### src/hw/rtl/ols_pkg.sv
// Shared types and constants for the option line splitter.
// Holds the request structs, status codes and length limits; no dependencies.
`timescale 1ns / 1ps
`default_nettype none

package ols_pkg;

  // Length limits of one line
  localparam int NAME_MAX_LEN  = 63;
  localparam int VALUE_MAX_LEN = 255;
  localparam int LINE_MAX_LEN  = 1023;

  // Internal widths derived from the limits
  localparam int POS_W  = $clog2(LINE_MAX_LEN + 2);   // 0 .. LINE_MAX_LEN+1
  localparam int VPOS_W = $clog2(LINE_MAX_LEN);       // 0 .. LINE_MAX_LEN-1
  localparam int NCNT_W = $clog2(NAME_MAX_LEN + 2);   // 0 .. NAME_MAX_LEN+1

  // Fixed result field widths
  localparam int NAME_LEN_W  = 6;
  localparam int VSTART_W    = 10;
  localparam int VLEN_W      = 8;
  localparam int STATUS_W    = 3;

  // Special bytes
  localparam logic [7:0] CHAR_COLON = 8'h3A;
  localparam logic [7:0] CHAR_HASH  = 8'h23;
  localparam logic [7:0] CHAR_UNDER = 8'h5F;

  typedef enum logic [STATUS_W-1:0] {
    ST_OK          = 3'd0,
    ST_EMPTY       = 3'd1,
    ST_LINE_LONG   = 3'd2,
    ST_BAD_NAME    = 3'd3,
    ST_NO_COLON    = 3'd4,
    ST_NAME_LONG   = 3'd5,
    ST_EMPTY_VALUE = 3'd6,
    ST_VALUE_LONG  = 3'd7
  } status_e;

  typedef struct packed {
    logic [7:0] char_byte;
    logic       byte_present;
    logic       line_end;
  } in_item_t;

  typedef struct packed {
    logic [STATUS_W-1:0]   status;
    logic [NAME_LEN_W-1:0] name_length;
    logic [VSTART_W-1:0]   value_start;
    logic [VLEN_W-1:0]     value_length;
  } out_item_t;

  // Byte classification flags
  typedef struct packed {
    logic ws;
    logic name;
    logic colon;
    logic hash;
  } byte_class_t;

endpackage

`default_nettype wire

### src/hw/rtl/ols_byte_class.sv
// Byte classifier for the option line splitter.
// Flags whitespace, name bytes, colon and hash; uses ols_pkg.
`timescale 1ns / 1ps
`default_nettype none

module ols_byte_class (
  input  logic [7:0]           char_byte_i,
  output ols_pkg::byte_class_t class_o
);

  always_comb begin
    class_o.ws    = ((char_byte_i >= 8'd9) && (char_byte_i <= 8'd13)) ||
                    (char_byte_i == 8'd32);
    class_o.name  = ((char_byte_i >= 8'h61) && (char_byte_i <= 8'h7A)) ||
                    ((char_byte_i >= 8'h41) && (char_byte_i <= 8'h5A)) ||
                    ((char_byte_i >= 8'h30) && (char_byte_i <= 8'h39)) ||
                    (char_byte_i == ols_pkg::CHAR_UNDER);
    class_o.colon = (char_byte_i == ols_pkg::CHAR_COLON);
    class_o.hash  = (char_byte_i == ols_pkg::CHAR_HASH);
  end

endmodule

`default_nettype wire

### src/hw/rtl/ols_line_state.sv
// Per-line state of the option line splitter: byte counters, colon and value
// tracking, and the status decision at line end. Uses ols_pkg.
`timescale 1ns / 1ps
`default_nettype none

module ols_line_state (
  input  logic                 clk_i,
  input  logic                 rst_ni,
  input  logic                 step_i,
  input  ols_pkg::in_item_t    item_i,
  input  ols_pkg::byte_class_t class_i,
  output ols_pkg::out_item_t   result_o
);

  localparam int PosW  = ols_pkg::POS_W;
  localparam int VposW = ols_pkg::VPOS_W;
  localparam int NcntW = ols_pkg::NCNT_W;
  localparam int NlenW = ols_pkg::NAME_LEN_W;
  localparam int VsW   = ols_pkg::VSTART_W;
  localparam int VlW   = ols_pkg::VLEN_W;

  localparam logic [PosW-1:0]  LineLim  = PosW'(ols_pkg::LINE_MAX_LEN);
  localparam logic [31:0]      NameMax  = 32'(ols_pkg::NAME_MAX_LEN);
  localparam logic [31:0]      ValueMax = 32'(ols_pkg::VALUE_MAX_LEN);
  localparam logic [NcntW-1:0] NameSat  = NcntW'(ols_pkg::NAME_MAX_LEN + 1);

  logic [PosW-1:0]  pos_q, pos_d;
  logic             skipped_q, skipped_d;
  logic             colon_q, colon_d;
  logic             bad_q, bad_d;
  logic [NcntW-1:0] ncnt_q, ncnt_d;
  logic [VposW-1:0] first_q, first_d;
  logic [VposW-1:0] last_q, last_d;
  logic             vseen_q, vseen_d;

  logic [PosW-1:0]     vlen;
  ols_pkg::status_e    status;

  // Advance the line state by one byte
  always_comb begin
    pos_d     = pos_q;
    skipped_d = skipped_q;
    colon_d   = colon_q;
    bad_d     = bad_q;
    ncnt_d    = ncnt_q;
    first_d   = first_q;
    last_d    = last_q;
    vseen_d   = vseen_q;
    if (item_i.byte_present) begin
      if (pos_q >= LineLim) begin
        if (pos_q == LineLim) begin
          pos_d = pos_q + PosW'(1);
        end
      end else begin
        if ((pos_q == '0) && (class_i.ws || class_i.hash)) begin
          skipped_d = 1'b1;
        end
        if (!colon_q) begin
          if (class_i.colon) begin
            colon_d = 1'b1;
            ncnt_d  = (32'(pos_q) > NameMax) ? NameSat : NcntW'(pos_q);
          end else if ((32'(pos_q) <= NameMax) && !class_i.name) begin
            bad_d = 1'b1;
          end
        end else if (!class_i.ws) begin
          if (!vseen_q) begin
            vseen_d = 1'b1;
            first_d = VposW'(pos_q);
          end
          last_d = VposW'(pos_q);
        end
        pos_d = pos_q + PosW'(1);
      end
    end
  end

  // Decide the status from the state including this byte
  always_comb begin
    vlen = PosW'(last_d) - PosW'(first_d) + PosW'(1);
    if ((pos_d == '0) || skipped_d) begin
      status = ols_pkg::ST_EMPTY;
    end else if (pos_d > LineLim) begin
      status = ols_pkg::ST_LINE_LONG;
    end else if (bad_d) begin
      status = ols_pkg::ST_BAD_NAME;
    end else if (!colon_d && (32'(pos_d) <= NameMax + 32'd1)) begin
      status = ols_pkg::ST_NO_COLON;
    end else if (!colon_d || (32'(ncnt_d) > NameMax)) begin
      status = ols_pkg::ST_NAME_LONG;
    end else if (!vseen_d) begin
      status = ols_pkg::ST_EMPTY_VALUE;
    end else if (32'(vlen) > ValueMax) begin
      status = ols_pkg::ST_VALUE_LONG;
    end else begin
      status = ols_pkg::ST_OK;
    end

    result_o.status = status;
    if (status == ols_pkg::ST_OK) begin
      result_o.name_length  = NlenW'(ncnt_d);
      result_o.value_start  = VsW'(first_d);
      result_o.value_length = VlW'(vlen);
    end else begin
      result_o.name_length  = '0;
      result_o.value_start  = '0;
      result_o.value_length = '0;
    end
  end

  // Hold between steps; clear after every line end
  always_ff @(posedge clk_i or negedge rst_ni) begin
    if (!rst_ni) begin
      pos_q     <= '0;
      skipped_q <= 1'b0;
      colon_q   <= 1'b0;
      bad_q     <= 1'b0;
      ncnt_q    <= '0;
      first_q   <= '0;
      last_q    <= '0;
      vseen_q   <= 1'b0;
    end else if (step_i) begin
      if (item_i.line_end) begin
        pos_q     <= '0;
        skipped_q <= 1'b0;
        colon_q   <= 1'b0;
        bad_q     <= 1'b0;
        ncnt_q    <= '0;
        first_q   <= '0;
        last_q    <= '0;
        vseen_q   <= 1'b0;
      end else begin
        pos_q     <= pos_d;
        skipped_q <= skipped_d;
        colon_q   <= colon_d;
        bad_q     <= bad_d;
        ncnt_q    <= ncnt_d;
        first_q   <= first_d;
        last_q    <= last_d;
        vseen_q   <= vseen_d;
      end
    end
  end

endmodule

`default_nettype wire

### src/hw/rtl/option_line_splitter.sv
// Top level of the option line splitter: input register, line state and
// result register. Depends on ols_pkg, ols_byte_class and ols_line_state.
//
//   channel | direction | payload               | handshake
//   --------+-----------+-----------------------+-----------------------------
//   in      | to block  | ols_pkg::in_item_t    | in_valid_i / in_stall_o
//   out     | from block| ols_pkg::out_item_t   | out_valid_o / out_stall_i
//
// One request per cycle unless the input is stalled; each is folded into the line state as it
// leaves the input register, and a line end loads the result register as it does so.
// An out stall holds the result and holds a line end in the input register;
// plain bytes keep flowing under a stalled result.
// Reset clears the valid flags and the line state, not the payload registers.
`timescale 1ns / 1ps
`default_nettype none

module option_line_splitter (
  input  logic               clk_i,
  input  logic               rst_ni,
  input  logic               in_valid_i,
  output logic               in_stall_o,
  input  ols_pkg::in_item_t  in_item_i,
  output logic               out_valid_o,
  input  logic               out_stall_i,
  output ols_pkg::out_item_t out_item_o
);

  logic                 in_valid_q;
  ols_pkg::in_item_t    in_item_q;
  logic                 out_valid_q;
  ols_pkg::out_item_t   out_item_q;

  logic                 out_free;
  logic                 advance;
  logic                 load_result;
  ols_pkg::byte_class_t byte_class;
  ols_pkg::out_item_t   result;

  // The result slot is free when empty or being drained this cycle
  assign out_free    = !out_valid_q || !out_stall_i;
  // Advance the input request; a line end needs room for its result
  assign advance     = in_valid_q && (!in_item_q.line_end || out_free);
  assign load_result = advance && in_item_q.line_end;
  assign in_stall_o  = in_valid_q && !advance;

  ols_byte_class u_byte_class (
    .char_byte_i (in_item_q.char_byte),
    .class_o     (byte_class)
  );

  ols_line_state u_line_state (
    .clk_i    (clk_i),
    .rst_ni   (rst_ni),
    .step_i   (advance),
    .item_i   (in_item_q),
    .class_i  (byte_class),
    .result_o (result)
  );

  // Input register: take a new request whenever the held one moves on
  always_ff @(posedge clk_i or negedge rst_ni) begin
    if (!rst_ni) begin
      in_valid_q <= 1'b0;
    end else if (!in_stall_o) begin
      in_valid_q <= in_valid_i;
    end
  end

  always_ff @(posedge clk_i) begin
    if (in_valid_i && !in_stall_o) begin
      in_item_q <= in_item_i;
    end
  end

  // Result register: hold under stall, drop once taken
  always_ff @(posedge clk_i or negedge rst_ni) begin
    if (!rst_ni) begin
      out_valid_q <= 1'b0;
    end else if (load_result) begin
      out_valid_q <= 1'b1;
    end else if (!out_stall_i) begin
      out_valid_q <= 1'b0;
    end
  end

  always_ff @(posedge clk_i) begin
    if (load_result) begin
      out_item_q <= result;
    end
  end

  assign out_valid_o = out_valid_q;
  assign out_item_o  = out_item_q;

endmodule

`default_nettype wire

### config.mk
export PLATFORM = sky130hd
export DESIGN_NAME = option_line_splitter
export DESIGN_NICKNAME = d
export VERILOG_FILES = /design/src/hw/rtl/ols_pkg.sv /design/src/hw/rtl/ols_byte_class.sv /design/src/hw/rtl/ols_line_state.sv /design/src/hw/rtl/option_line_splitter.sv
export SDC_FILE = /design/constraint.sdc
export NUM_CORES = 1
export LEC_CHECK = 0
export BUFFER_PORTS_ARGS = -buffer_cell sky130_fd_sc_hd__buf_4
export CORE_MARGIN = 5
export CORE_UTILIZATION = 45
export CTS_BUF_LIST = sky130_fd_sc_hd__clkbuf_4
export CTS_CLUSTER_SIZE = 30
export DETAILED_ROUTE_END_ITERATION = 10
export GPL_TIMING_DRIVEN = 0
export PLACE_DENSITY = 0.66
export SYNTH_ARGS = -nofsm -noshare
export SYNTH_HDL_FRONTEND = slang
export SYNTH_HIERARCHICAL = 1
export SYNTH_SLANG_ARGS = --single-unit
### constraint.sdc
create_clock -name clk_i -period 5.3 [get_ports clk_i]
set_clock_uncertainty 0.2 [all_clocks]
set_input_delay 1.06 -clock clk_i [delete_from_list [all_inputs] [get_ports clk_i]]
set_output_delay 1.06 -clock clk_i [all_outputs]
set_load 0.05 [all_outputs]
# Yosys cells after proc, flatten, opt, wreduce, memory -nomap -nowiden
# Cells that the tools add are included.
# op_classes
n_mux,50
n_eq_ne,6
magnitude_cmp,15
add_sub_neg,3
n_reduce_logical,30
# ops
op,n
2-to-1 mux 10 bit,11
2-to-1 mux 11 bit,4
2-to-1 mux 7 bit,6
== test 8 x 6 -> 1 bit (second input constant),3
adder 11 x 1 -> 11 bit (second input constant),2
zero test 11 bit,2
2-to-1 mux 1 bit,22
2-to-1 mux 3 bit,7
>= comparator 8 x 7 -> 1 bit (second input constant),2
less-or-equal comparator 8 x 7 -> 1 bit (second input constant),2
== test 11 x 10 -> 1 bit (second input constant),1
>= comparator 11 x 10 -> 1 bit (second input constant),1
greater-than comparator 11 x 10 -> 1 bit (second input constant),1
greater-than comparator 11 x 6 -> 1 bit (second input constant),1
greater-than comparator 11 x 8 -> 1 bit (second input constant),1
less-or-equal comparator 11 x 6 -> 1 bit (second input constant),1
less-or-equal comparator 11 x 7 -> 1 bit (second input constant),1
logical AND 1 bit,11
subtractor 10 x 10 -> 11 bit,1
logical OR 1 bit,9
== test 8 x 7 -> 1 bit (second input constant),1
>= comparator 8 x 4 -> 1 bit (second input constant),1
>= comparator 8 x 6 -> 1 bit (second input constant),1
less-or-equal comparator 8 x 4 -> 1 bit (second input constant),1
5 further kinds,11
# word_totals
output_inout_bits,29
register_bits,81
input_bits,14
wordCells,121

# Longest topological paths before layout
# Gate-level depths: netlist of the first run.
# depth
word_depth,18
mapped_depth,22
depth_no_buf,19

# Modules after synthesis
# Netlist of the first run, hierarchy kept.
# by_module_without_submodules
mod,seq_area_each_um2,cells_each,area_per_inst_um2,instances
ols_line_state,1051.0,343,3032.9,1
option_line_splitter,1161.1,49,1216.2,1
ols_byte_class,0.0,21,148.9,1

# Least setup slack after synthesis of the first run
# No wires, ideal clock.
# synth_timing
kind,flip-flop to flip-flop
startpoint,register in_item_q[5] in the netlist's numbering
endpoint,"register out_item_q (netlist bit out_item_o[18]), data pin"
required_ns,4.961
setup_ns,0.139
synth_period_minus_slack_ns,5.078
path_buffers,3
path_slack_ns,0.222
arrival_time_ns,4.739
stages_incl_launch_ff,23
cell_sequence,edfxtp_1 and3b_2 o21bai_1 a21boi_0 or4_1 nor2_1 buf_2 mux2i_1 inv_1 ha_1 inv_1 ha_1 inv_1 fa_1 nor2b_1 o31ai_1 a21oi_1 and4b_1 a21oi_1 or4_1 buf_2 buf_6 nor2_1
# synth_rtl
item,line_no,text
from (decl),option_line_splitter.sv:29,ols_pkg::in_item_t in_item_q;
from (signal assigned),option_line_splitter.sv:71,in_item_q <= in_item_i;
to (signal assigned),option_line_splitter.sv:88,out_item_q <= result;
to (decl),option_line_splitter.sv:31,ols_pkg::out_item_t out_item_q;

==> results.rst, run 1 <==
.. list-table::
   :header-rows: 1

   * - Metric
     - Value
   * - First-iteration detailed-routing DRC count
     - ~250
   * - Gate count after technology mapping
     - slightly above 400
   * - Peak supply drop
     - between 0.1 and 0.15 mV
   * - Worst slew pin tran
     - 0.863 ns
   * - Layout Cell Area excl Fill
     - around 0.0052 mm²
   * - Number of nets with antenna violations after routing
     - 0
   * - Ys flop type
     - sky130_fd_sc_hd__dfrtp_1
   * - Worst setup path category
     - reg -> reg
   * - FILL cells
     - 873
   * - Count of max-cap constraint violations
     - 0
   * - Overall Global Routing Usage
     - between 10% and 20%
   * - Fmax
     - approximately 200 MHz
   * - CTS root buf
     - sky130_fd_sc_hd__clkbuf_4
   * - Num Clock Sinks
     - 81
   * - Maximum clock insertion buffer count
     - 2
   * - Startpoint Class
     - register
   * - H-tree level count
     - 3
   * - Average cell area after synthesis
     - roughly 11 µm²
   * - Final setup viols
     - 0
   * - Biggest fanout along the worst timing path
     - 10
   * - Crit path DAT
     - about 5.2 ns
   * - First-pass GRT wire length
     - between 15 and 20 mm
   * - Number of antenna violations at the first check in global routing
     - 1
   * - Number of top-level pins
     - 43
   * - Final WL
     - 10.0 mm
   * - Library cells used by synthesis
     - 64
   * - TritonCTS clock tree
     - yes
   * - Die span in x
     - about 110 µm
   * - Status
     - complete, no violations
   * - Number of enable-type register cells in the synthesized netlist
     - 37
   * - Power density over the cells
     - around 220 mW/mm²
   * - Number of design rule violations left after detail routing
     - 0
   * - Routed len/inst
     - between 15 and 20 µm
   * - Placed cell count
     - between 500 and 600
   * - Crit path required time
     - between 5 and 6 ns
   * - Synthesized cell area
     - approximately 0.0044 mm²
   * - Port buffer count
     - 42
   * - Latest clock arrival within the worst-skew pair
     - between 0.4 and 0.5 ns
   * - Final worst-path cycle share
     - ~97%
   * - Half-perimeter wire length after placement
     - between 6 and 7 mm
   * - Overall die area
     - around 0.012 mm²
   * - Maximum number of pins on one net before global-route repair
     - 45
   * - Instance area after placement
     - slightly below 0.005 mm²
   * - Chip Height
     - 109 µm
   * - Floorplan row count
     - 36
   * - Number of global-route vias before repair
     - between 3000 and 4000
   * - Number of detailed-route iterations in the first pass
     - 4
   * - Final period demand of the worst path
     - roughly 5 ns
   * - Register area share after synthesis
     - about half
   * - Relative slew slack
     - 42.3%
   * - Post-synthesis sequential element count
     - 81
   * - Type of element capturing the critical path
     - register
   * - Starting density of the core
     - a little under half
   * - Hold_buf cts
     - 0
   * - Core box area
     - just under 0.01 mm²
   * - Setup Total Neg Slack
     - 0 ns
   * - Leak
     - between 2 and 2.5 nW
   * - NumNets Final
     - slightly above 500
   * - Worst min-delay path class
     - reg -> reg
   * - Clock slew at the register clock pins of the worst setup and hold paths
     - between 0.1 and 0.15 ns
   * - Signed area change from the synthesized netlist to the final layout
     - 18.4%
   * - Sum of overflow across all layers after global routing
     - 0
   * - Final Max Slew Viols
     - 0
   * - Syn. warnings
     - 6
   * - Share of layout cells above drive strength 1
     - between 20 and 25%
   * - Number of buffers created by CTS
     - 9
   * - Fraction of the core area covered by cells at the end of the flow
     - 54.0%
   * - Post-synth ARST share
     - between 50% and 60%
   * - Via count
     - about 3400
   * - Final weighted congestion of routability-driven global placement
     - between 0.8 and 0.9
   * - Net count after synthesis
     - roughly 450
   * - Final std cells w/o fill
     - about 620
   * - Post-detailed-route via-to-cell ratio
     - 5.52
   * - Final Hold Viols
     - 0
## cells in the mapped netlist, types with 2 or more instances
cell type | instances | area (µm²)
sky130_fd_sc_hd__buf_4 | 2 | 15.0
sky130_fd_sc_hd__nand4_1 | 2 | 12.5
sky130_fd_sc_hd__clkbuf_1 | 10 | 37.5
sky130_fd_sc_hd__buf_6 | 2 | 22.5
sky130_fd_sc_hd__a31oi_1 | 5 | 31.3
sky130_fd_sc_hd__ha_1 | 20 | 250
sky130_fd_sc_hd__dfrtp_1 | 44 | 1100
sky130_fd_sc_hd__and3b_1 | 2 | 17.5
sky130_fd_sc_hd__nor4_1 | 3 | 18.8
sky130_fd_sc_hd__nand3b_1 | 2 | 15.0
sky130_fd_sc_hd__nand2_1 | 40 | 150
sky130_fd_sc_hd__a22o_1 | 17 | 149
sky130_fd_sc_hd__nand4_2 | 2 | 25.0
sky130_fd_sc_hd__a22oi_1 | 6 | 45.0
sky130_fd_sc_hd__nand2b_1 | 8 | 50.1
sky130_fd_sc_hd__o21a_1 | 3 | 22.5
sky130_fd_sc_hd__a21boi_0 | 2 | 15.0
sky130_fd_sc_hd__edfxtp_1 | 37 | 1110
sky130_fd_sc_hd__inv_1 | 15 | 56.3
sky130_fd_sc_hd__and4_1 | 2 | 17.5
sky130_fd_sc_hd__and2_1 | 2 | 12.5
sky130_fd_sc_hd__nor3_1 | 11 | 55.1
sky130_fd_sc_hd__o41ai_1 | 2 | 17.5
sky130_fd_sc_hd__nor4b_1 | 2 | 17.5
sky130_fd_sc_hd__xor2_1 | 4 | 35.0
sky130_fd_sc_hd__o2bb2ai_1 | 13 | 114
sky130_fd_sc_hd__a21oi_1 | 18 | 90.1
sky130_fd_sc_hd__o21ai_0 | 21 | 105
sky130_fd_sc_hd__o31ai_1 | 4 | 30.0
sky130_fd_sc_hd__o21ai_1 | 2 | 10.0
sky130_fd_sc_hd__nor2_2 | 3 | 18.8
sky130_fd_sc_hd__nor2_1 | 37 | 139
sky130_fd_sc_hd__a32o_1 | 4 | 40.0
sky130_fd_sc_hd__buf_2 | 7 | 35.0
sky130_fd_sc_hd__xnor2_1 | 5 | 43.8
sky130_fd_sc_hd__mux2i_1 | 13 | 130
sky130_fd_sc_hd__or4_1 | 4 | 30.0
sky130_fd_sc_hd__nand3_1 | 8 | 40.0
sky130_fd_sc_hd__nor2b_1 | 4 | 25.0
## final cells by class
class                      instances  area, µm²  area share [%]
antenna                            1       2.50          0.0481
multi-input combinational        294       2100            40.3
sequential                        81       2210            42.5
timing repair buffer              55        413            7.93
inverter                          15       56.3            1.08
buffer                            23        141            2.72
tap                              133        166            3.20
clock inverter                     7       47.5           0.913
clock buffer                       9       67.6            1.30
## critical path: stages (launching register included)
cell and delay (ns):
sky130_fd_sc_hd__edfxtp_1 0.44, sky130_fd_sc_hd__and3b_2 0.24, sky130_fd_sc_hd__o21bai_1 0.18, sky130_fd_sc_hd__a21boi_2 0.11, sky130_fd_sc_hd__or4_4 0.60, sky130_fd_sc_hd__nor2_4 0.19
sky130_fd_sc_hd__buf_12 0.15, sky130_fd_sc_hd__mux2i_4 0.23, sky130_fd_sc_hd__inv_1 0.07, sky130_fd_sc_hd__ha_1 0.28, sky130_fd_sc_hd__inv_1 0.06, sky130_fd_sc_hd__ha_1 0.16
sky130_fd_sc_hd__inv_1 0.06, sky130_fd_sc_hd__fa_2 0.37, sky130_fd_sc_hd__nor2b_4 0.17, sky130_fd_sc_hd__o31ai_4 0.08, sky130_fd_sc_hd__a21oi_2 0.18, sky130_fd_sc_hd__and4b_1 0.23
sky130_fd_sc_hd__a21oi_2 0.06, sky130_fd_sc_hd__or4_4 0.50, sky130_fd_sc_hd__buf_6 0.16, sky130_fd_sc_hd__buf_6 0.14, sky130_fd_sc_hd__nor2_1 0.12
## timing repair
| action | CTS | global route |
|---|---|---|
| gates resized for setup | 11 | 15 |
| gates cloned | 0 | 0 |
| setup buffers | 3 | 10 |
| setup endpoints to repair | 27 | 24 |
| pin swaps | 0 | 7 |
## cells by family after synthesis
logic type | share of synthesized area, %
AO/OA/AOI/OAI | 17.5
XOR/XNOR | 1.79
flip-flops | 50.3
adder cells (fa/ha/maj) | 6.15
AND/OR/NAND/NOR | 17.3
buffers and inverters | 3.98
multiplexers | 2.96
## where the power goes
group,switching (mW),internal [mW]
registers,0.0127,0.680
clock network,0.220,0.0954
logic,0.111,0.0463
total,0.344,0.821
## stage by stage
stage                     hold slack, ns  power, mW  setup WS [ns]
final                              0.302       1.17          0.155
after detailed placement           0.274      0.857         -0.568
after global placement             0.271      0.854         -0.463
after floorplan                    0.255      0.801          0.222
after CTS                          0.308       1.18         0.0108
after global routing               0.333       1.22        -0.0482
## per-layer routing
layer | part of all wire (%) | global-route usage [%] | wire length [µm]
met5 | 0 | 0 | 0
met3 | 4.7 | 2.61 | 467
met2 | 46 | 25.6 | 4610
met4 | 1.4 | 7.48 | 136
met1 | 48 | 25.8 | 4790
## registers in the layout, indices dropped and copies added (netlist names)
signal,count
u_line_state/skipped_q,1
u_line_state/last_q,10
in_item_q,10
u_line_state/bad_q,1
u_line_state/ncnt_q,7
out_valid_o,1
u_line_state/colon_q,1
out_item_o,27
u_line_state/pos_q,11
u_line_state/vseen_q,1
u_line_state/first_q,10
in_valid_q,1
## placed cells by master (no fill, tap or decap), drive strengths merged, types with 15 or more instances in the layout
| cell | netlist | final |
|---|---|---|
| a21oi | 18 | 18 |
| nor2 | 40 | 40 |
| o21ai | 23 | 23 |
| ha | 20 | 20 |
| clkbuf | 11 | 20 |
| nand2 | 41 | 41 |
| buf | 12 | 67 |
| inv | 15 | 15 |
| a22o | 17 | 17 |
| dfrtp | 44 | 44 |
| edfxtp | 37 | 37 |
## final timing paths
path	cells past startpoint	slack, ns	endpoint	startpoint
hold reg to reg	1	0.30	u_line_state/first_q[8]	u_line_state/first_q[8]
min in group asynchronous	1	0.41	u_line_state/first_q[2]	rst_ni
setup reg to reg	22	0.16	out_item_o[22]	in_item_q[7]
setup / recovery	22	0.16	out_item_o[22]	in_item_q[7]
hold / removal	1	0.30	u_line_state/first_q[8]	u_line_state/first_q[8]
max in group asynchronous	1	4.08	u_line_state/pos_q[2]	rst_ni
No activity file was read; power rests on OpenSTA's default activity.
==> run 2, diff against run 1 <==
Settings changed: CORE_ASPECT_RATIO set to 2, SYNTH_HIERARCHICAL 1 to unset.
==> results.rst, run 2 <==
.. list-table::
   :header-rows: 1

   * - Metric
     - Value
   * - Critical path endpoint
     - out_item_o[22]
   * - Library cells used by synthesis
     - 65 (+1.6%)
   * - Core box area
     - 0.0101 mm² (+5.3%)
   * - Cell breakdown of the critical path
     - buf_6 > or4b_4 > a21oi_2 > o21ai_1 > and3_1 > buf_6 > nor2b_4 > buf_12 > buf_4 > mux2i_4 > ha_1 > ha_1 > a21o_1 > a21o_1 > a31oi_4 > mux2i_2 > o2111ai_4 > nand4b_4 > clkbuf_16 > a21oi_2
   * - Sequential group share of total power
     - 57.5% (-1.9 points)
   * - Floorplan row count
     - 52 (+44%)
   * - Hold_buf cts
     - 0 (unchanged)
   * - Power density over the cells
     - 217 mW/mm² (-3.1%)
   * - Half-perimeter wire length after placement
     - 9.12 mm (+34%)
   * - Final Hold Viols
     - 0 (unchanged)
   * - Synthesized cell area
     - 0.00468 mm² (+6.5%)
   * - Worst slack after detailed placement
     - -0.291 ns (+0.277 ns)
   * - Fraction of synthesized cell area taken by the top area cell type
     - 23.7% (-1.5 points)
   * - Chip Height
     - 154 µm (+42%)
   * - Gate count after technology mapping
     - 441 (+6.8%)
   * - NumNets Final
     - 542 (+5.4%)
   * - Clk pwr share
     - 28.5% (+1.4 points)
   * - Startpoint Class
     - register
   * - Compound-Gate Fraction of Synth Area
     - 16.5% (-1.1 points)
   * - Ys flop type
     - sky130_fd_sc_hd__dfrtp_1
   * - Syn. warnings
     - 0 (-6)
   * - Worst slew pin tran
     - 1.28 ns (+0.418 ns)
   * - Net count after synthesis
     - 476 (+6.3%)
   * - Biggest area consumer among synthesized cells
     - sky130_fd_sc_hd__edfxtp_1
   * - Register-to-register setup slack
     - 0.20 ns (+0.04 ns)
   * - Post-synthesis sequential element count
     - 81 (unchanged)
   * - First-iteration detailed-routing DRC count
     - 185 (-27%)
   * - Biggest fanout along the worst timing path
     - 7 (-3)
   * - Commonest non-fill, non-tap cell in the layout
     - sky130_fd_sc_hd__buf_4
   * - Switching power total
     - 375 µW (+9.1%)
   * - Number of nets with antenna violations after routing
     - 0 (unchanged)
   * - Register area share after synthesis
     - 47.2% (-3.1 points)
   * - Overall die area
     - 0.0127 mm² (+6.9%)
   * - Via count
     - 3768 (+10%)
   * - Gate power share
     - 14.0% (+0.5 points)
   * - Highest-delay cell along the critical path
     - sky130_fd_sc_hd__or4b_4
   * - Instance count on the critical path
     - 20 (-9.1%)
   * - Worst path buffer plus inverter count
     - 5 (-1)
   * - Synthesized-area fraction occupied by adder cells
     - 5.77% (-0.37 points)
   * - Maximum number of pins on one net before global-route repair
     - 45 (unchanged)
   * - Relative slew slack
     - 14.5% (-28 points)
   * - FF+latch area
     - 0.00221 mm² (unchanged)
   * - Launching element of the worst setup path
     - in_item_q[3]
   * - Worst min-delay path class
     - reg -> reg
   * - Post-route worst hold slack
     - 0.299 ns (-0.00225 ns)
   * - Number of cells on the worst hold path
     - 1 (unchanged)
   * - Critical register-to-register path endpoint
     - out_item_o[22]
   * - Fraction of the core area covered by cells at the end of the flow
     - 54.7% (+0.69 points)
   * - Worst reg2reg startpoint
     - in_item_q[3]
   * - R2R cell count
     - 20 (-9.1%)
   * - Commonest cells after routing, fill and taps aside
     - sky130_fd_sc_hd__buf_4 (57), sky130_fd_sc_hd__dfrtp_1 (44), sky130_fd_sc_hd__edfxtp_1 (37), sky130_fd_sc_hd__nand2_1 (35)
   * - Worst setup path category
     - reg -> reg
   * - Clock slew at the register clock pins of the worst setup and hold paths
     - 0.14 ns (about the same)
   * - Number of design rule violations left after detail routing
     - 0 (unchanged)
   * - Multi-input gate area
     - 0.00237 mm² (+13%)
   * - Sum of overflow across all layers after global routing
     - 0 (unchanged)
   * - Number of flip-flops under the largest register name
     - 27 (unchanged)
   * - Number of antenna violations at the first check in global routing
     - 1 (unchanged)
   * - Crit path required time
     - 5.41 ns (+0.03 ns)
   * - Die span in x
     - 82.1 µm (-25%)
   * - Number of top-level pins
     - 43 (unchanged)
   * - CTS root buf
     - sky130_fd_sc_hd__clkbuf_4
   * - Number of detailed-route iterations in the first pass
     - 5 (+1)
   * - Number of buffers created by CTS
     - 9 (unchanged)
   * - Signed area change from the synthesized netlist to the final layout
     - 18.6%
   * - Final worst-path cycle share
     - 96.3% (-0.80 points)
   * - Average cell area after synthesis
     - 10.6 µm² (-0.30%)
   * - Number of global-route vias before repair
     - 3732 (+15%)
   * - Final setup viols
     - 0 (unchanged)
   * - Latest clock arrival within the worst-skew pair
     - 0.46 ns (+0.03 ns)
   * - Area fraction in and, or, nand and nor cells after synthesis
     - 18.1% (+0.79 points)
   * - First-pass GRT wire length
     - 19.4 mm (+20%)
   * - Most used standard cell by instance count after synthesis
     - sky130_fd_sc_hd__dfrtp_1
   * - Final WL
     - 12.5 mm (+25%)
   * - Maximum clock insertion buffer count
     - 2 (unchanged)
   * - Status
     - complete, no violations
   * - Final weighted congestion of routability-driven global placement
     - 0.912 (+4.8%)
   * - Count of max-cap constraint violations
     - 0 (unchanged)
   * - Layout Cell Area excl Fill
     - 0.00555 mm² (+6.6%)
   * - Leak
     - 2.25 nW (+4.9%)
   * - Final period demand of the worst path
     - 5.10 ns (-0.0426 ns)
   * - Ranking of synthesized cells by instance count
     - sky130_fd_sc_hd__dfrtp_1 (44), sky130_fd_sc_hd__edfxtp_1 (37), sky130_fd_sc_hd__nand2_1 (35), sky130_fd_sc_hd__o21ai_0 (30), sky130_fd_sc_hd__nor2_1 (28)
   * - Post-synth ARST share
     - 54.3% (unchanged)
   * - Final critical-path setup slack
     - 0.198 ns (+0.0426 ns)
   * - Switching power share of the total
     - 31.1% (+1.6 points)
   * - Instance area after placement
     - 0.00517 mm² (+5.6%)
   * - Crit path DAT
     - 5.22 ns (about the same)
   * - Num Clock Sinks
     - 81 (unchanged)
   * - Peak supply drop
     - 0.148 mV (+23%)
   * - Fmax
     - 196 MHz (+0.84%)
   * - Cell types with the largest area share after synthesis
     - sky130_fd_sc_hd__edfxtp_1 (24%), sky130_fd_sc_hd__dfrtp_1 (24%), sky130_fd_sc_hd__ha_1 (5.3%)
   * - FILL cells
     - 960 (+10%)
   * - Multiplexer share of the synthesized area
     - 5.72% (+2.8 points)
   * - Dominant delay contributor by cell family on the critical path
     - simple AND/OR/NAND/NOR gates
   * - Number of enable-type register cells in the synthesized netlist
     - 37 (unchanged)
   * - Int Pwr
     - 829 µW (+0.96%)
   * - H-tree level count
     - 3 (unchanged)
   * - Combinational family with the most area after synthesis
     - simple AND/OR/NAND/NOR gates
   * - Post-detailed-route via-to-cell ratio
     - 5.81 (+5.4%)
   * - Overall Global Routing Usage
     - 20.7% (+3.2 points)
   * - Share of layout cells above drive strength 1
     - 27.1% (+4.2 points)
   * - Type of element capturing the critical path
     - register
   * - Starting density of the core
     - 46.1% (+0.50 points)
   * - Final Max Slew Viols
     - 0 (unchanged)
   * - Crit-path max cell delay
     - 0.54 ns (-0.06 ns)
   * - XOR/XNOR Fraction of Synth Area
     - 2.06% (+0.27 points)
   * - Port buffer count
     - 42 (unchanged)
   * - TritonCTS clock tree
     - yes
   * - Routed len/inst
     - 19.3 µm (+19%)
   * - Unrepaired setup endpoints after global routing
     - no
run 2: cell types whose count changed in the layout (fill, tap and decap cells not counted), sizes merged, moves of 6 or more:
cell,change
o2bb2ai,-13
o21ai,+13
mux2,+9
a22oi,-6
nand2,-6
run 2: cell type report:
cell class / instances / area share, %
buffer: 27 / 3.31
multi-input combinational: 316 / 42.7
antenna: 1 / 0.0451
inverter: 17 / 1.15
timing repair buffer: 55 / 7.75
clock inverter: 7 / 0.991
clock buffer: 9 / 1.22
sequential: 81 / 39.8
tap: 135 / 3.04
run 2: how the worst min path moves through the flow:
stage                                 start                 endpoint  slack, ns
global placement    u_line_state.first_q[1]  u_line_state.first_q[1]       0.26
global route         u_line_state.last_q[5]   u_line_state.last_q[5]       0.34
CTS                 u_line_state.first_q[7]  u_line_state.first_q[7]       0.30
floorplan           u_line_state.first_q[0]  u_line_state.first_q[0]       0.25
detailed placement  u_line_state.first_q[7]  u_line_state.first_q[7]       0.27
finish               u_line_state.ncnt_q[6]   u_line_state.ncnt_q[6]       0.30
run 2: cell families after synthesis:
family / after synthesis
multiplexers: 22
buffers and inverters: 44
AO/OA/AOI/OAI: 109
XOR/XNOR: 11
AND/OR/NAND/NOR: 153
adder cells (fa/ha/maj): 21
flip-flops: 81
run 2: metal layers:
layer | global-route usage (%) | share of wire [%] | vias up
li1 | - | - | 1769
met1 | 21.2 | 34 | 1829
met2 | 37.4 | 57 | 135
met5 | 0 | 0 | -
met4 | 12.5 | 5.0 | 0
met3 | 3.49 | 3.7 | 35
run 2: power groups by stage:
stage | sequential, mW | clock [mW] | combinational, mW
3_5_place_dp | 0.705 | 0 | 0.166
6_report | 0.692 | 0.343 | 0.169
3_3_place_gp | 0.704 | 0 | 0.164
4_1_cts | 0.692 | 0.353 | 0.168
5_1_grt | 0.694 | 0.379 | 0.181
2_1_floorplan | 0.738 | 0 | 0.0688
run 2: timing repair:
action,4_1_cts,5_1_grt
resized for setup,9,23
pin swaps,0,6
gates cloned,0,1
buffers inserted,1,11
endpoints found under the setup margin,26,25
run 2: stage by stage:
stage	setup TNS (ns)	std cells	power (mW)
final	0	648	1.20
after global routing	0	648	1.25
after CTS	0	635	1.21
after detailed placement	-5.78	618	0.871
after global placement	-3.37	618	0.868
after floorplan	0	441	0.807
==> run 3, diff against run 2 <==
Settings changed: PLACE_DENSITY 0.66 to 0.72.
==> results.rst, run 3 (same netlist as run 2, synthesis figures left out) <==
.. list-table::
   :header-rows: 1

   * - Metric
     - Value
   * - Status
     - complete, no violations
   * - Clock slew at the register clock pins of the worst setup and hold paths
     - 0.15 ns (about the same)
   * - First-pass GRT wire length
     - 19.0 mm (-2.1%)
   * - Final setup viols
     - 0 (unchanged)
   * - Overall die area
     - 0.0127 mm² (unchanged)
   * - Power density over the cells
     - 225 mW/mm² (+3.5%)
   * - Count of max-cap constraint violations
     - 0 (unchanged)
   * - Num Clock Sinks
     - 81 (unchanged)
   * - Maximum clock insertion buffer count
     - 2 (unchanged)
   * - Final WL
     - 12.2 mm (-2.4%)
   * - Peak supply drop
     - 0.232 mV (+57%)
   * - Overall Global Routing Usage
     - 19.9% (-0.85 points)
   * - Final worst-path cycle share
     - 97.3% (+1.1 points)
   * - Startpoint Class
     - register
   * - TritonCTS clock tree
     - yes
   * - Fraction of the core area covered by cells at the end of the flow
     - 56.5% (+1.8 points)
   * - Number of global-route vias before repair
     - 3816 (+2.3%)
   * - Relative slew slack
     - 20.8% (+6.3 points)
   * - Instance area after placement
     - 0.00517 mm² (unchanged)
   * - Register-to-register setup slack
     - 0.14 ns (-0.06 ns)
   * - Number of flip-flops under the largest register name
     - 27 (unchanged)
   * - Share of layout cells above drive strength 1
     - 28.9% (+1.7 points)
   * - Final weighted congestion of routability-driven global placement
     - 0.956 (+4.7%)
   * - Commonest cells after routing, fill and taps aside
     - sky130_fd_sc_hd__buf_4 (64), sky130_fd_sc_hd__dfrtp_1 (44), sky130_fd_sc_hd__edfxtp_1 (37), sky130_fd_sc_hd__nand2_1 (35), sky130_fd_sc_hd__o21ai_0 (29)
   * - Worst setup path category
     - reg -> reg
   * - Latest clock arrival within the worst-skew pair
     - 0.46 ns (about the same)
   * - Final period demand of the worst path
     - 5.16 ns (+0.0572 ns)
   * - Number of cells on the worst hold path
     - 1 (unchanged)
   * - End of the worst hold path
     - u_line_state.ncnt_q[6]
   * - FILL cells
     - 884 (-7.9%)
   * - Port buffer count
     - 42 (unchanged)
   * - Crit path required time
     - 5.32 ns (-0.09 ns)
   * - Post-detailed-route via-to-cell ratio
     - 5.82 (about the same)
   * - Chip Height
     - 154 µm (unchanged)
   * - Number of top-level pins
     - 43 (unchanged)
   * - Commonest non-fill, non-tap cell in the layout
     - sky130_fd_sc_hd__buf_4
   * - Final Max Slew Viols
     - 0 (unchanged)
   * - Layout Cell Area excl Fill
     - 0.00573 mm² (+3.2%)
   * - First-iteration detailed-routing DRC count
     - 277 (+50%)
   * - R2R cell count
     - 23 (+15%)
   * - Routed len/inst
     - 18.5 µm (-4.0%)
   * - Via count
     - 3834 (+1.8%)
   * - Worst slew pin tran
     - 1.19 ns (-0.0944 ns)
   * - Start point of the worst hold path
     - u_line_state.ncnt_q[6]
   * - Type of element capturing the critical path
     - register
   * - Final Hold Viols
     - 0 (unchanged)
   * - Number of nets with antenna violations after routing
     - 0 (unchanged)
   * - Half-perimeter wire length after placement
     - 8.68 mm (-4.8%)
   * - Leak
     - 2.34 nW (+4.0%)
   * - Starting density of the core
     - 46.1% (unchanged)
   * - Number of antenna violations at the first check in global routing
     - 1 (unchanged)
   * - Die span in x
     - 82.1 µm (unchanged)
   * - Signed area change from the synthesized netlist to the final layout
     - 22.4%
   * - Sum of overflow across all layers after global routing
     - 0 (unchanged)
   * - Number of buffers created by CTS
     - 9 (unchanged)
   * - H-tree level count
     - 3 (unchanged)
   * - Fmax
     - 194 MHz (-1.1%)
   * - NumNets Final
     - 553 (+2.0%)
   * - Worst reg2reg startpoint
     - in_item_q[3]
   * - CTS root buf
     - sky130_fd_sc_hd__clkbuf_4
   * - Core box area
     - 0.0101 mm² (unchanged)
   * - Launching element of the worst setup path
     - in_item_q[3]
   * - Maximum number of pins on one net before global-route repair
     - 45 (unchanged)
   * - Biggest fanout along the worst timing path
     - 8 (+1)
   * - Number of design rule violations left after detail routing
     - 0 (unchanged)
   * - Critical register-to-register path endpoint
     - out_item_o[17]
   * - Floorplan row count
     - 52 (unchanged)
   * - Worst min-delay path class
     - reg -> reg
   * - Number of detailed-route iterations in the first pass
     - 6 (+1)
   * - Crit path DAT
     - 5.18 ns (-0.04 ns)
==> run 3: cell count changes in the layout (fill, tap and decap cells not counted), sizes merged <==
cell and change:
clkbuf +3, clkinv -2, buf +9, bufinv +2, inv -1
==> run 3: report_power, final <==
group          internal (mW)  leakage (nW)  total, mW  switching (mW)
Combinational         0.0509          1.29      0.169           0.118
Clock                  0.199        0.0832      0.427           0.228
Sequential             0.679         0.968      0.692          0.0123
Total                  0.929          2.34       1.29           0.359
==> run 3: worst max-delay path by stage <==
| stage | end | slack (ns) | cells after the start |
|---|---|---|---|
| after floorplan | out_item_o[15] | 0.52 | 23 |
| final | out_item_o[17] | 0.14 | 23 |
| after detailed placement | out_item_o[17] | -0.16 | 22 |
| after global routing | out_item_o[17] | -0.06 | 23 |
| after CTS | out_item_o[3] | 0.009 | 23 |
| after global placement | out_item_o[7] | -0.08 | 22 |
==> run 3: what timing repair did <==
item                       4_1_cts  5_1_grt
gates cloned                     0        3
pin swaps                        0        8
hold buffers                     0        0
resized for setup                3       32
buffers inserted                 2       19
setup endpoints to repair       25       27
==> run 3: layout make-up <==
class | instances | area [µm²] | share of cell area (%)
well taps | 135 | 169 | 2.95
inverters | 17 | 63.8 | 1.11
flip-flops and latches | 81 | 2210 | 38.6
plain buffers | 27 | 179 | 3.12
diodes | 1 | 2.50 | 0.0436
clock buffers | 10 | 75.1 | 1.31
multi-input cells | 316 | 2380 | 41.6
clock inverters | 6 | 92.6 | 1.62
repair buffers | 66 | 556 | 9.69
==> run 3: per-stage QoR <==
step	total power, mW	setup TNS [ns]	cells	setup slack (ns)	hold WS (ns)
after floorplan	0.807	0	441	0.523	0.249
after global placement	0.864	-1.14	618	-0.0755	0.263
after detailed placement	0.868	-2.79	618	-0.164	0.276
after CTS	1.29	0	636	0.00929	0.306
after global routing	1.34	-0.791	659	-0.0620	0.332
final	1.29	0	659	0.141	0.304
==> run 3: layer usage <==
layer	global-route usage, %	up-vias	wire [µm]
met3	3.43	49	532
li1	-	1777	-
met5	0	-	0
met2	35.2	143	6640
met1	20.3	1865	4250
met4	13.6	0	794
==> run 3: critical path, cell delays in order (launching register included) <==
cell	delay, ns
sky130_fd_sc_hd__edfxtp_1	0.40
sky130_fd_sc_hd__buf_6	0.13
sky130_fd_sc_hd__or4b_4	0.53
sky130_fd_sc_hd__a21oi_2	0.14
sky130_fd_sc_hd__o21ai_1	0.06
sky130_fd_sc_hd__and3_1	0.20
sky130_fd_sc_hd__buf_6	0.14
sky130_fd_sc_hd__nor2b_4	0.15
sky130_fd_sc_hd__buf_12	0.17
sky130_fd_sc_hd__mux2i_4	0.16
sky130_fd_sc_hd__inv_1	0.06
sky130_fd_sc_hd__ha_1	0.28
sky130_fd_sc_hd__inv_2	0.08
sky130_fd_sc_hd__ha_4	0.13
sky130_fd_sc_hd__inv_1	0.05
sky130_fd_sc_hd__fa_2	0.41
sky130_fd_sc_hd__nor2b_4	0.16
sky130_fd_sc_hd__o2111ai_2	0.15
sky130_fd_sc_hd__and3_4	0.22
sky130_fd_sc_hd__or3_4	0.38
sky130_fd_sc_hd__o2111ai_4	0.15
sky130_fd_sc_hd__nand4b_4	0.32
sky130_fd_sc_hd__clkbuf_16	0.21
sky130_fd_sc_hd__nor2_1	0.04
